--- config.mk ---
export PLATFORM = sky130hd
export DESIGN_NAME = kfli_blend
export DESIGN_NICKNAME = d
export VERILOG_FILES = /design/src/rtl/core/keyframe_linear_interpolator_defines.svh /design/src/rtl/core/kfli_pkg.sv /design/src/rtl/core/kfli_blend.sv
export SDC_FILE = /design/constraint.sdc
export NUM_CORES = 2
export LEC_CHECK = 0
export BUFFER_PORTS_ARGS = -buffer_cell sky130_fd_sc_hd__buf_2
export CELL_PAD_IN_SITES_DETAIL_PLACEMENT = 1
export CELL_PAD_IN_SITES_GLOBAL_PLACEMENT = 2
export CORE_ASPECT_RATIO = 1.4
export CORE_MARGIN = 2
export CORE_UTILIZATION = 34
export CTS_BUF_LIST = sky130_fd_sc_hd__clkbuf_16
export DETAILED_ROUTE_END_ITERATION = 10
export GPL_TIMING_DRIVEN = 1
export PLACE_DENSITY_LB_ADDON = 0.1
export SLEW_MARGIN = 30
export SYNTH_ARGS = -nofsm -noshare
export SYNTH_HDL_FRONTEND = slang
export SYNTH_SLANG_ARGS = --single-unit
--- constraint.sdc ---
create_clock -name clk -period 10.3 [get_ports clk]
set_input_delay 0 -clock clk [delete_from_list [all_inputs] [get_ports clk]]
set_output_delay 0 -clock clk [all_outputs]
set_load 0.005 [all_outputs]
--- src/rtl/core/keyframe_linear_interpolator_defines.svh ---
// ----------------------------------------------------------------------------
// Keyframe linear interpolator assertion macros
// Shared property shapes for the concurrent checks of the interpolator.
// ----------------------------------------------------------------------------
`ifndef KEYFRAME_LINEAR_INTERPOLATOR_DEFINES_SVH
`define KEYFRAME_LINEAR_INTERPOLATOR_DEFINES_SVH

// Same-cycle implication, disabled while reset is asserted.
`define KFLI_ASSERT_SAME(lbl, clk, rst_n, ante, cons, msg) \
  lbl: assert property (@(posedge clk) disable iff (!rst_n) (ante) |-> (cons)) \
    else $error(msg);

// Next-cycle implication, disabled while reset is asserted.
`define KFLI_ASSERT_NEXT(lbl, clk, rst_n, ante, cons, msg) \
  lbl: assert property (@(posedge clk) disable iff (!rst_n) (ante) |=> (cons)) \
    else $error(msg);

`endif

--- src/rtl/core/kfli_pkg.sv ---
// ----------------------------------------------------------------------------
// kfli_pkg
// Sizes, codes and shared types of the keyframe linear interpolator.
// ----------------------------------------------------------------------------
package kfli_pkg;

  localparam int MAX_KEYS = 64;
  localparam int KEY_AW   = $clog2(MAX_KEYS);
  localparam int CNT_W    = $clog2(MAX_KEYS + 1);

  localparam int TICK_W  = 24;
  localparam int COMP_W  = 32;
  localparam int NCOMP   = 4;
  localparam int FRAC_W  = 16;
  localparam int IDX_W   = 6;
  localparam int KCNT_W  = 7;
  localparam int PADDR_W = 3;
  localparam int PDATA_W = 32;

  // Component slots inside a key.
  localparam int C_X = 0;
  localparam int C_Y = 1;
  localparam int C_Z = 2;
  localparam int C_W = 3;

  localparam logic [COMP_W-1:0] Q_ONE = 32'h0001_0000;

  localparam logic FUNC_WRITE = 1'b0;
  localparam logic FUNC_QUERY = 1'b1;

  localparam logic [1:0] STAT_ACK    = 2'd0;
  localparam logic [1:0] STAT_INTERP = 2'd1;
  localparam logic [1:0] STAT_HELD   = 2'd2;
  localparam logic [1:0] STAT_EMPTY  = 2'd3;

  // Register index, taken from word address bit paddr[2].
  localparam logic REG_KEY_COUNT = 1'b0;
  localparam logic REG_ROT_MODE  = 1'b1;

  typedef logic [NCOMP-1:0][COMP_W-1:0] comp_vec_t;

  typedef struct packed {
    logic [TICK_W-1:0] tick;
    comp_vec_t         comp;
  } key_t;

  localparam int KEY_W = $bits(key_t);

  typedef struct packed {
    logic              start;
    logic [TICK_W-1:0] num;
    logic [TICK_W-1:0] den;
  } div_req_t;

  typedef struct packed {
    logic              done;
    logic [FRAC_W-1:0] quot;
  } div_rsp_t;

  typedef struct packed {
    logic              start;
    logic [FRAC_W-1:0] t;
  } blend_req_t;

  typedef struct packed {
    logic      done;
    comp_vec_t comp;
  } blend_rsp_t;

endpackage

--- src/rtl/core/kfli_blend.sv ---
// ----------------------------------------------------------------------------
// kfli_blend
// Serial blend unit: one shared multiplier walks the four components,
// out = b + floor((a - b) * t / 2^FRAC_W), a multiply step then an add step.
// ----------------------------------------------------------------------------
module kfli_blend (
  input  logic                 clk,
  input  logic                 rst_n,
  input  kfli_pkg::blend_req_t req,
  input  kfli_pkg::key_t       key_b,
  input  kfli_pkg::key_t       key_a,
  output kfli_pkg::blend_rsp_t rsp
);

  localparam int KC_W   = $clog2(kfli_pkg::NCOMP);
  localparam int PROD_W = kfli_pkg::COMP_W + kfli_pkg::FRAC_W + 2;

  typedef enum logic {
    PH_MUL,
    PH_ADD
  } phase_t;

  phase_t                      phase_r;
  logic                        busy_r;
  logic                        done_r;
  logic [KC_W-1:0]             k_r;
  logic [kfli_pkg::FRAC_W-1:0] t_r;
  logic signed [PROD_W-1:0]    prod_r;
  kfli_pkg::comp_vec_t         res_r;

  logic [kfli_pkg::COMP_W-1:0] a_c;
  logic [kfli_pkg::COMP_W-1:0] b_c;
  logic signed [kfli_pkg::COMP_W:0] diff;
  logic signed [kfli_pkg::FRAC_W:0] t_s;
  logic signed [PROD_W-1:0]    prod_nxt;
  logic [kfli_pkg::COMP_W-1:0] sum_nxt;

  always_comb begin
    a_c      = key_a.comp[k_r];
    b_c      = key_b.comp[k_r];
    diff     = $signed({a_c[kfli_pkg::COMP_W-1], a_c}) -
               $signed({b_c[kfli_pkg::COMP_W-1], b_c});
    t_s      = $signed({1'b0, t_r});
    prod_nxt = diff * t_s;
    // The arithmetic shift floors, and the result lies between b and a.
    sum_nxt  = b_c + prod_r[kfli_pkg::FRAC_W +: kfli_pkg::COMP_W];
  end

  always_ff @(posedge clk) begin
    if (!rst_n) begin
      phase_r <= PH_MUL;
      busy_r  <= 1'b0;
      done_r  <= 1'b0;
      k_r     <= '0;
    end else begin
      done_r <= 1'b0;
      if (req.start) begin
        busy_r  <= 1'b1;
        phase_r <= PH_MUL;
        k_r     <= '0;
        t_r     <= req.t;
      end else if (busy_r) begin
        case (phase_r)
          PH_MUL: begin
            prod_r  <= prod_nxt;
            phase_r <= PH_ADD;
          end
          PH_ADD: begin
            res_r[k_r] <= sum_nxt;
            phase_r    <= PH_MUL;
            k_r        <= KC_W'(k_r + 1'b1);
            if (k_r == KC_W'(kfli_pkg::NCOMP - 1)) begin
              busy_r <= 1'b0;
              done_r <= 1'b1;
            end
          end
          default: begin
            phase_r <= PH_MUL;
          end
        endcase
      end
    end
  end

  assign rsp.done = done_r;
  assign rsp.comp = res_r;

endmodule

==> impl_metrics.ini <==
[finish]
final_cell_mix = 641 x inv_1, 486 x fa_1, 403 x buf_2
layout_commonest_cell = inv_1
drive_gt1_share_pct = 19.9
num-nets-final = 4362
syn_to_final_growth_pct = 16.6
final_area_um2 = 33900

[floorplan]
initial_utilization_pct = 34.4
die-height_um = 350
std_cell_rows = 126
io-pin-count = 452
dieArea_um2 = 87800
die_x_um = 251
coreArea_um2 = 84500

[clock_network]
htree_num_levels = 4
cts.sinks = 181
clockRootBuffer = clkbuf_16
numCtsBuffers = 17
clockBufferDepth = 2
clock_latency_ps = 530
clk_pin_slew_ps = 110
cts_tree = yes

[drt]
dr_total_vias = 22600
wl_per_cell_um = 22.8
initialDrtViolationCount = 995
dr.pass1.iters = 5
wirelength_um = 102000
drc = 0
detail-route-antenna-nets = 0
vias_per_cell = 5.05

[placement]
place_area_um2 = 32900
port-buffer-count = 403
place_congestion = 0.851
post-dp-hpwl_um = 82200

[yosys]
yosys.cell_types.count = 73
synth_compound_area_share_pct = 7.71
async_reset_ff_share_pct = 0
syn_inst = 2952
netlist.area_leader.share_pct = 33.5
synth_fa_ha_area_share_pct = 41.3
syn_area_um2 = 29000
synth_fp_nets = 3942
synth-simple-area-share_pct = 14.2
synth_top_area_cell = fa_1
avgSynthCellArea_um2 = 9.84
synth-seq-area-share_pct = 18.5
synthTopCellsByArea = fa_1 33%, edfxtp_1 18%, inv_1 8.3%
synth_top_family_by_area = adder cells
synth_warnings = 0
ys_seq_elements = 181
synthMuxAreaShare_pct = 5.00
synth-edff-count = 176
synthFlopType = edfxtp_1
synth_xor_area_share_pct = 2.97

[critical_path]
slowest_stage = fa_1
max_stage_delay_ps = 590
crit_top_cell = fa_1
critPathRequiredTime_ps = 10540
crit_path_end_kind = flip-flop
cp-start-kind = flip-flop
cp_max_fo = 15
arrival_ps = 10100
path_class = flip-flop to flip-flop

[sta]
hold_viol = 0
finalMaxSlewViolations = 0
tightest_slew_ps = 934
setup_viol = 0
relSlewSlack_pct = 37.7
skew_ps = 34.3
fmax_mhz = 101
min_period_ps = 9850
rsz0062_at_grt = false
period_share_pct = 95.7

[global_routing]
grt_pass1_vias = 25700
overflow = 0
antenna_found_initial = 6
grt_max_degree = 52
grt.total_usage_pct = 23.4
grt_pass1_wl_um = 155000

[run_status]
outcome = finished clean

[job]
drv_cap = 0

[hold_path]
holdCritPathClass = input port to flip-flop
## per-stage QoR
stage          hold WS [ps]  utilization, %  instances  setup TNS [ps]  setup WS, ps
2_1_floorplan          98.9               -       2952               0           236
3_3_place_gp            179            38.9       4418           -2.11         -2.11
3_5_place_dp            180            38.9       4418           -13.8         -13.8
4_1_cts                 166            40.0       4469               0          25.1
5_1_grt                 183            40.1       4474               0          13.3
6_report                193            40.1       4475               0           445
## synthesized netlist by cell type (all sizes together) (29+ instances only)
cell and n:
a211oi 30, a21o 29, a21oi 86, and2 215, clkbuf 131, edfxtp 176
fa 486, ha 181, inv 641, mux4 64, nand2 332, nand3 29
nor2 69, nor2b 63, o21ai 74, xnor2 70
## path summary, 6_finish.rpt
path / slack, ps / to / start / cells past startpoint
max reg2reg: 450 / prod_r[47]$_DFFE_PP_ / k_r[0]$_SDFFE_PP0P_ / 35
max: 450 / prod_r[47]$_DFFE_PP_ / k_r[0]$_SDFFE_PP0P_ / 35
min: 190 / t_r[9]$_DFFE_PP_ / req[9] / 2
min reg2reg: 570 / phase_r$_SDFFE_PP0P_ / busy_r$_SDFF_PN0_ / 2
## sequential cells by signal (all words and copies together), names as in the netlist
| register | count |
|---|---|
| k_r | 2 |
| t_r | 16 |
| busy_r | 1 |
| prod_r | 32 |
| phase_r | 1 |
| rsp | 128 |
| done_r | 1 |
## worst max-delay path: cells and delay by family, from the launching register on
family	cells	cell delay (ps)
xor gates and xnor gates	1	370
AOI/OAI and AO/OA	13	2880
buffers and inverters	7	950
DFF	1	410
adders and majority gates	8	3680
and+or+nand+nor	5	700
muxes	1	560
## timing repair
action,in CTS,in global routing
pin swaps,0,4
hold buffers,19,0
setup endpoints to repair,1,8
gates cloned,0,1
hold endpoints to repair,18,0
setup buffers,0,2
gates resized for setup,4,17
## area by class of cell
type | instances | area, µm²
clock inverter | 15 | 208
antenna | 2 | 5.00
multi-input combinational | 1979 | 20800
clock buffer | 17 | 425
fill | 9715 | 50600
tap | 1088 | 1360
timing repair buffer | 551 | 3300
sequential | 181 | 5390
inverter | 642 | 2410
## kinds of logic (layout without fill, tap and decap cells)
kind of cell	Yosys count	count (layout)
other	0	2
and+or+nand+nor	818	818
AOI/OAI and AO/OA	332	332
adders and majority gates	667	667
DFF	181	181
muxes	65	65
xor gates and xnor gates	97	97
buffers and inverters	792	1225
## routing by layer
metal  vias to the layer above  track usage, %  part of all wire (%)
li1                      10100               -                     -
met1                     12000            28.5                    42
met3                        57            2.51                   3.1
met5                         -               0                     0
met4                         0            4.25                   1.1
met2                       460            44.8                    54
Power is not shown: default switching activity piles up to over one toggle a cycle in this logic, so the estimate is an artifact.
