`config.mk`:
```
export PLATFORM = sky130hd
export DESIGN_NAME = kfli_div
export DESIGN_NICKNAME = d
export VERILOG_FILES = /design/src/rtl/core/keyframe_linear_interpolator_defines.svh /design/src/rtl/core/kfli_pkg.sv /design/src/rtl/core/kfli_div.sv
export SDC_FILE = /design/constraint.sdc
export NUM_CORES = 1
export LEC_CHECK = 0
export ABC_AREA = 0
export BUFFER_PORTS_ARGS = -buffer_cell sky130_fd_sc_hd__buf_2
export CORE_UTILIZATION = 40
export CTS_CLUSTER_DIAMETER = 80
export DETAILED_ROUTE_END_ITERATION = 10
export GPL_TIMING_DRIVEN = 0
export SETUP_SLACK_MARGIN = 0.05
export SLEW_MARGIN = 20
export SYNTH_ARGS = -nofsm -noshare
export SYNTH_HDL_FRONTEND = slang
export SYNTH_SLANG_ARGS = --single-unit
```
`constraint.sdc`:
```
create_clock -name clk -period 4.1 [get_ports clk]
set_input_delay 0.205 -clock clk [delete_from_list [all_inputs] [get_ports clk]]
set_output_delay 0.205 -clock clk [all_outputs]
set_load 0.005 [all_outputs]
```
`src/rtl/core/keyframe_linear_interpolator_defines.svh`:
```
// ----------------------------------------------------------------------------
// Keyframe linear interpolator assertion macros
// Shared property shapes for the concurrent checks of the interpolator.
// ----------------------------------------------------------------------------
`ifndef KEYFRAME_LINEAR_INTERPOLATOR_DEFINES_SVH
`define KEYFRAME_LINEAR_INTERPOLATOR_DEFINES_SVH

// Same-cycle implication, disabled while reset is asserted.
`define KFLI_ASSERT_SAME(lbl, clk, rst_n, ante, cons, msg) \
  lbl: assert property (@(posedge clk) disable iff (!rst_n) (ante) |-> (cons)) \
    else $error(msg);

// Next-cycle implication, disabled while reset is asserted.
`define KFLI_ASSERT_NEXT(lbl, clk, rst_n, ante, cons, msg) \
  lbl: assert property (@(posedge clk) disable iff (!rst_n) (ante) |=> (cons)) \
    else $error(msg);

`endif

```
`src/rtl/core/kfli_pkg.sv`:
```
// ----------------------------------------------------------------------------
// kfli_pkg
// Sizes, codes and shared types of the keyframe linear interpolator.
// ----------------------------------------------------------------------------
package kfli_pkg;

  localparam int MAX_KEYS = 64;
  localparam int KEY_AW   = $clog2(MAX_KEYS);
  localparam int CNT_W    = $clog2(MAX_KEYS + 1);

  localparam int TICK_W  = 24;
  localparam int COMP_W  = 32;
  localparam int NCOMP   = 4;
  localparam int FRAC_W  = 16;
  localparam int IDX_W   = 6;
  localparam int KCNT_W  = 7;
  localparam int PADDR_W = 3;
  localparam int PDATA_W = 32;

  // Component slots inside a key.
  localparam int C_X = 0;
  localparam int C_Y = 1;
  localparam int C_Z = 2;
  localparam int C_W = 3;

  localparam logic [COMP_W-1:0] Q_ONE = 32'h0001_0000;

  localparam logic FUNC_WRITE = 1'b0;
  localparam logic FUNC_QUERY = 1'b1;

  localparam logic [1:0] STAT_ACK    = 2'd0;
  localparam logic [1:0] STAT_INTERP = 2'd1;
  localparam logic [1:0] STAT_HELD   = 2'd2;
  localparam logic [1:0] STAT_EMPTY  = 2'd3;

  // Register index, taken from word address bit paddr[2].
  localparam logic REG_KEY_COUNT = 1'b0;
  localparam logic REG_ROT_MODE  = 1'b1;

  typedef logic [NCOMP-1:0][COMP_W-1:0] comp_vec_t;

  typedef struct packed {
    logic [TICK_W-1:0] tick;
    comp_vec_t         comp;
  } key_t;

  localparam int KEY_W = $bits(key_t);

  typedef struct packed {
    logic              start;
    logic [TICK_W-1:0] num;
    logic [TICK_W-1:0] den;
  } div_req_t;

  typedef struct packed {
    logic              done;
    logic [FRAC_W-1:0] quot;
  } div_rsp_t;

  typedef struct packed {
    logic              start;
    logic [FRAC_W-1:0] t;
  } blend_req_t;

  typedef struct packed {
    logic      done;
    comp_vec_t comp;
  } blend_rsp_t;

endpackage

```
`src/rtl/core/kfli_div.sv`:
```
// ----------------------------------------------------------------------------
// kfli_div
// Restoring divider for the blend fraction: one quotient bit per cycle,
// num < den, quotient = floor((num << FRAC_W) / den).
// ----------------------------------------------------------------------------
module kfli_div (
  input  logic               clk,
  input  logic               rst_n,
  input  kfli_pkg::div_req_t req,
  output kfli_pkg::div_rsp_t rsp
);

  localparam int STEP_W = $clog2(kfli_pkg::FRAC_W + 1);

  logic                        busy_r;
  logic                        done_r;
  logic [STEP_W-1:0]           cnt_r;
  logic [kfli_pkg::TICK_W-1:0] rem_r;
  logic [kfli_pkg::TICK_W-1:0] den_r;
  logic [kfli_pkg::FRAC_W-1:0] quot_r;

  logic [kfli_pkg::TICK_W:0]   shifted;
  logic                        fits;
  logic [kfli_pkg::TICK_W-1:0] rem_nxt;

  // The remainder stays below den, so the doubled value fits in one extra bit.
  always_comb begin
    shifted = {rem_r, 1'b0};
    fits    = shifted >= {1'b0, den_r};
    if (fits) begin
      rem_nxt = kfli_pkg::TICK_W'(shifted - {1'b0, den_r});
    end else begin
      rem_nxt = kfli_pkg::TICK_W'(shifted);
    end
  end

  always_ff @(posedge clk) begin
    if (!rst_n) begin
      busy_r <= 1'b0;
      done_r <= 1'b0;
      cnt_r  <= '0;
    end else begin
      done_r <= 1'b0;
      if (req.start) begin
        busy_r <= 1'b1;
        cnt_r  <= '0;
      end else if (busy_r) begin
        cnt_r <= STEP_W'(cnt_r + 1'b1);
        if (cnt_r == STEP_W'(kfli_pkg::FRAC_W - 1)) begin
          busy_r <= 1'b0;
          done_r <= 1'b1;
        end
      end
    end
  end

  always_ff @(posedge clk) begin
    if (req.start) begin
      rem_r  <= req.num;
      den_r  <= req.den;
      quot_r <= '0;
    end else if (busy_r) begin
      rem_r  <= rem_nxt;
      quot_r <= {quot_r[kfli_pkg::FRAC_W-2:0], fits};
    end
  end

  assign rsp.done = done_r;
  assign rsp.quot = quot_r;

endmodule

```
==> results of run 1 <==
-- per-layer routing --
| metal | global-route usage | routed length, um | share of wire | up-vias |
|---|---|---|---|---|
| met5 | 0 | 0 | 0 | - |
| met4 | 0.0573 | 88 | 0.0082 | 0 |
| met3 | 0.0235 | 453 | 0.042 | 9 |
| met2 | 0.336 | 5080 | 0.48 | 72 |
| met1 | 0.275 | 5040 | 0.47 | 1707 |
| li1 | - | - | - | 1805 |
-- cells by family after synthesis --
logic type      after synthesis  share of synthesized area
compound gates              120                      0.183
xor+xnor                     17                     0.0348
fa+ha+maj                    27                     0.0808
buf+inv                      57                     0.0548
flops                        71                      0.445
mux                          16                     0.0375
simple gates                144                      0.164
-- layout make-up --
class,count,area [um2]
fill,1015,5330
multi-input combinational,324,2140
sequential,71,1900
timing repair buffer,67,335
clock buffer,12,188
tap,136,170
inverter,34,128
buffer,23,106
clock inverter,4,31.3
-- worst reg2reg max path, stage by stage (launching register included) --
cell,delay (ns)
edfxtp_1,0.40
ha_1,0.38
a2111oi_0,0.50
o221ai_1,0.24
and3b_2,0.26
o32ai_2,0.31
o2111a_1,0.23
o21a_1,0.17
buf_6,0.16
buf_2,0.23
o21ai_0,0.14
a31oi_1,0.22
-- Yosys cell counts, types with 2 or more instances --
master and number:
xnor2_1 11, a211oi_1 5, a31oi_1 21, buf_1 2
o21a_1 5, nand2b_1 7, inv_1 33, o211a_1 2
nor4_1 6, and3_1 6, buf_2 3, nand3_1 18
o31ai_1 4, clkbuf_1 14, o21ai_0 31, o21bai_1 2
ha_1 26, or4b_1 3, or2_2 2, a2111oi_0 2
and4_1 3, a21oi_1 22, xor2_1 6, mux2i_1 16
o211ai_1 5, buf_4 2, dfxtp_1 23, a21o_1 8
nor3_1 6, nand4_1 6, nor2b_1 3, edfxtp_1 48
nand2_1 29, nor2_1 51
-- worst min-delay path by stage --
stage,end,depth (start not counted),slack (ns),startpoint
6_report,den_r[4],1,0.02,req[4]
5_1_grt,den_r[16],1,0.01,req[16]
4_1_cts,den_r[4],1,0.01,req[4]
3_5_place_dp,den_r[4],1,0.38,req[4]
3_3_place_gp,den_r[11],1,0.38,req[11]
2_1_floorplan,den_r[0],0,0.30,req[0]
-- state kept, by name (all words and copies together), names as in the netlist --
signal	flops
den_r	24
rem_r	24
busy_r	1
cnt_r	5
done_r	1
quot_r	16
-- report_power, final --
part	internal [mW]	leakage (nW)	switching, mW
combinational	0.458	1.40	0.657
clock	0.315	0.115	0.300
sequential	0.884	0.660	0.0507
-- stage by stage --
| stage | setup slack (ns) | std cells |
|---|---|---|
| floorplan | 1.27 | 452 |
| global placement | 0.744 | 655 |
| detailed placement | 0.741 | 655 |
| CTS | 0.675 | 671 |
| global route | 0.427 | 671 |
| finish | 0.698 | 671 |
==> flow_metrics.env, run 1 <==
export IMPL_status="completed"
export IMPL_grt_pass1_wl_um=17500
export IMPL_start_util=0.414
export IMPL_grt_max_degree=26
export IMPL_cts_setup_buffers=0
export IMPL_hold_violations=0
export IMPL_syn_inst=452
export IMPL_period_needed_ns=3.40
export IMPL_post_route_period_util=0.830
export IMPL_yosysSeqAreaShare=0.445
export IMPL_syn_to_final_growth_pct=17.0
export IMPL_layout_drive_gt1_share=0.185
export IMPL_ctsHtreeMaxLevel=3
export IMPL_crit_chain="ha_1 > a2111oi_0 > o221ai_1 > and3b_2 > o32ai_2 > o2111a_1 > o21a_1 > buf_6 > buf_2 > o21ai_0 > a31oi_1"
export IMPL_crit_end="rem_r[1]"
export IMPL_rows=37
export IMPL_worst_hold_path_type="primary input to register"
export IMPL_yosysTopAreaCell="edfxtp_1"
export IMPL_setup_viol=0
export IMPL_reg2reg_to="rem_r[1]"
export IMPL_cellLeakagePower_nw=2.18
export IMPL_p_per_area_nw_per_um2=533
export IMPL_ys_flop_type="edfxtp_1"
export IMPL_startpoint="rem_r[11]"
export IMPL_cts_buffers=9
export IMPL_vias=3593
export IMPL_max_stage_delay_ns=0.50
export IMPL_first_global_vias=3506
export IMPL_r2r_slack_ns=0.70
export IMPL_ys_top_cells_by_area="edfxtp_1 34%, dfxtp_1 11%, ha_1 7.6%"
export IMPL_yosysWarnings=0
export IMPL_routed_wirelength_um=10700
export IMPL_chipHeight_um=105
export IMPL_placed_cell_area_um2=4780
export IMPL_clockBufferDepth=2
export IMPL_grt_usage=0.202
export IMPL_ys_types=55
export IMPL_skew_ns=0.00832
export IMPL_synth_edff_count=48
export IMPL_cp_required_ns=4.29
export IMPL_finalSetupTns_ns=0
export IMPL_synth_top_area_share=0.337
export IMPL_critical_path_slowest_cell="a2111oi_0"
export IMPL_gr_total_overflow=0
export IMPL_worstMarginPinSlew_ns=0.726
export IMPL_synth_nets=530
export IMPL_crit_family="compound AO/OA/AOI/OAI gates"
export IMPL_mappedNetlistArea_um2=4270
export IMPL_fin_area_um2=5000
export IMPL_antennaDiodeCount=0
export IMPL_drv_slew=0
export IMPL_wl_per_cell_um=15.9
export IMPL_gp_congestion=0.890
export IMPL_syn_area_per_cell_um2=9.45
export IMPL_via_per_inst=5.35
export IMPL_path_class="register to register"
export IMPL_clk_latency_ns=0.36
export IMPL_clockRootBuffer="clkbuf_8"
export IMPL_fmax_ghz=0.294
export IMPL_crit_fanout=10
export IMPL_max_cap_violations=0
export IMPL_antenna_left=0
export IMPL_rr_worst_depth=11
export IMPL_worst_path_stages=11
export IMPL_fin_util=0.484
export IMPL_start_kind="register"
export IMPL_crit_path_end_kind="register"
export IMPL_die_w_um=105
export IMPL_grt_antenna_before_repair=0
export IMPL_vdd_drop_max_v=0.000178
export IMPL_final_cell_mix="70 x buf_2, 51 x nor2_1, 48 x edfxtp_1"
export IMPL_cts_sinks=71
export IMPL_drtIter0Drc=188
export IMPL_drc_errors=0
export IMPL_final_nets=608
export IMPL_dieArea_um2=11100
export IMPL_cts_tree="done"
export IMPL_async_flop_share=0
export IMPL_cp_buffers_inverters=2
export IMPL_rr_startpoint="rem_r[11]"
export IMPL_rsz0062_at_grt="false"
export IMPL_cts_resized=0
export IMPL_holdWs_ns=0.0166
export IMPL_core_area_um2=10300
export IMPL_synth_seq_cells=71
export IMPL_path_clk_slew_ns=0.08
export IMPL_io_pins=68
export IMPL_drt_first_pass_iters=4
export IMPL_hpwl_um=7730
export IMPL_holdBufCountCts=0
export IMPL_p_total_mw=2.66
export IMPL_io_buffer_count=67
export IMPL_worstPathArrival_ns=3.59
export IMPL_final_common_cell="buf_2"
export IMPL_slew_limit_headroom=0.516
Note: power is estimated with default switching activity, not from simulation.
==> inputs of run 2 (changes only) <==
clock period = 2.8 ns   (was 4.1 ns; I/O delays follow)
==> run 2 against run 1 <==
  * Die area stayed put
  * First-iteration DRC count is 28% higher
  * Largest power group unchanged
  * Maximum frequency is 13% higher
  * Sequential share of layout area is 4.7 points lower
  * Highest routed layer unchanged
  * The flow now finishes with violations (negative setup slack)
  * Design area is 14% higher
  * Combinational power is 93% higher
==> flow_metrics.env, run 2 (synthesized netlist as in run 1, its figures left out) <==
export IMPL_wl_per_cell_um=16.1
export IMPL_vias=3927
export IMPL_drt_first_pass_iters=5
export IMPL_final_common_cell="buf_2"
export IMPL_clockRootBuffer="clkbuf_8"
export IMPL_gr_total_overflow=0
export IMPL_gp_congestion=0.889
export IMPL_layout_drive_gt1_share=0.267
export IMPL_routed_wirelength_um=11600
export IMPL_clockBufferDepth=2
export IMPL_placed_cell_area_um2=4820
export IMPL_clk_latency_ns=0.37
export IMPL_min_path_cells=2
export IMPL_cts_buffers=9
export IMPL_max_cap_violations=0
export IMPL_dieArea_um2=11100
export IMPL_dp_cells=655
export IMPL_grt_usage=0.218
export IMPL_io_buffer_count=67
export IMPL_path_class="register to register"
export IMPL_finalSetupTns_ns=-1.80
export IMPL_p_per_area_nw_per_um2=762
export IMPL_antenna_left=0
export IMPL_fin_util=0.552
export IMPL_fmax_ghz=0.331
export IMPL_crit_path_end_kind="register"
export IMPL_p_total_mw=4.34
export IMPL_hold_violations=0
export IMPL_core_area_um2=10300
export IMPL_path_clk_slew_ns=0.08
export IMPL_fillers=962
export IMPL_hpwl_um=7760
export IMPL_crit_fanout=7
export IMPL_holdWs_ns=0.0342
export IMPL_via_per_inst=5.48
export IMPL_antennaDiodeCount=0
export IMPL_violations="negative setup slack"
export IMPL_die_w_um=105
export IMPL_grt_max_degree=26
export IMPL_period_needed_ns=3.02
export IMPL_drv_slew=0
export IMPL_chipHeight_um=105
export IMPL_final_nets=654
export IMPL_fin_area_um2=5700
export IMPL_worst_hold_path_type="primary input to register"
export IMPL_first_global_vias=3769
export IMPL_setup_viol=15
export IMPL_status="finished, violations left"
export IMPL_rr_worst_depth=11
export IMPL_rows=37
export IMPL_cellLeakagePower_nw=2.42
export IMPL_cts_sinks=71
export IMPL_post_route_period_util=1.08
export IMPL_start_util=0.414
export IMPL_drc_errors=0
export IMPL_drtIter0Drc=240
export IMPL_start_kind="register"
export IMPL_io_pins=68
export IMPL_fin_cells=717
export IMPL_reg_largest_list="den_r (24), rem_r (24), quot_r (16)"
export IMPL_place_ws_ns=-0.345
export IMPL_worstMarginPinSlew_ns=0.708
export IMPL_grt_pass1_wl_um=18800
export IMPL_syn_to_final_growth_pct=33.4
export IMPL_worstPathArrival_ns=3.23
export IMPL_ctsHtreeMaxLevel=3
export IMPL_cts_tree="done"
export IMPL_skew_ns=0.0122
export IMPL_slew_limit_headroom=0.528
export IMPL_final_cell_mix="67 x buf_2, 51 x nor2_1, 48 x edfxtp_1"
export IMPL_cp_required_ns=3.01
export IMPL_vdd_drop_max_v=0.000346
export IMPL_grt_antenna_before_repair=0
export IMPL_rsz0062_at_grt="true"
export IMPL_finalWorstSetupSlack_ns=-0.221
-- run 2: final timing paths --
path,start,endpoint,slack [ns]
hold reg to reg,cnt_r[4],cnt_r[4],0.49
setup reg to reg,rem_r[13],rem_r[21],-0.22
hold / removal,rst_n,busy_r,0.03
setup / recovery,rem_r[13],rem_r[21],-0.22
-- run 2: repair_timing --
| action | CTS | global route |
|---|---|---|
| gates cloned | 0 | 1 |
| hold buffers | 24 | 0 |
| setup endpoints to repair | 25 | 25 |
| setup buffers | 11 | 11 |
| gates resized for setup | 31 | 39 |
| endpoints found under the hold margin | 24 | 0 |
| pin swaps | 23 | 16 |
-- run 2: per-layer routing --
layer / track usage / vias up / wire (um)
met5: 0 / - / 0
met4: 0.0624 / 0 / 144
met3: 0.0606 / 16 / 758
met2: 0.350 / 127 / 5450
met1: 0.286 / 1876 / 5210
li1: - / 1908 / -
-- run 2: area by class of cell --
| cell class | count | area, um2 | share of cell area |
|---|---|---|---|
| clock inverter | 5 | 37.5 | 0.00658 |
| multi-input combinational | 324 | 2430 | 0.426 |
| inverter | 34 | 128 | 0.0224 |
| sequential | 71 | 1900 | 0.334 |
| timing repair buffer | 114 | 752 | 0.132 |
| buffer | 22 | 130 | 0.0228 |
| tap | 136 | 170 | 0.0298 |
| clock buffer | 11 | 153 | 0.0268 |
-- run 2: critical path, cell delays in order (launching register included) --
cell	delay, ns
edfxtp_1	0.43
ha_1	0.32
buf_6	0.12
nand2_8	0.06
nor4_4	0.29
a21boi_4	0.26
o32ai_4	0.10
o2111a_1	0.26
o21a_1	0.20
buf_6	0.13
or4b_1	0.52
a31oi_1	0.18
-- run 2: report_power, final --
group	switching, mW	internal (mW)	leakage, nW
Sequential	0.0884	1.30	0.660
Clock	0.433	0.383	0.0998
Combinational	1.17	0.975	1.66
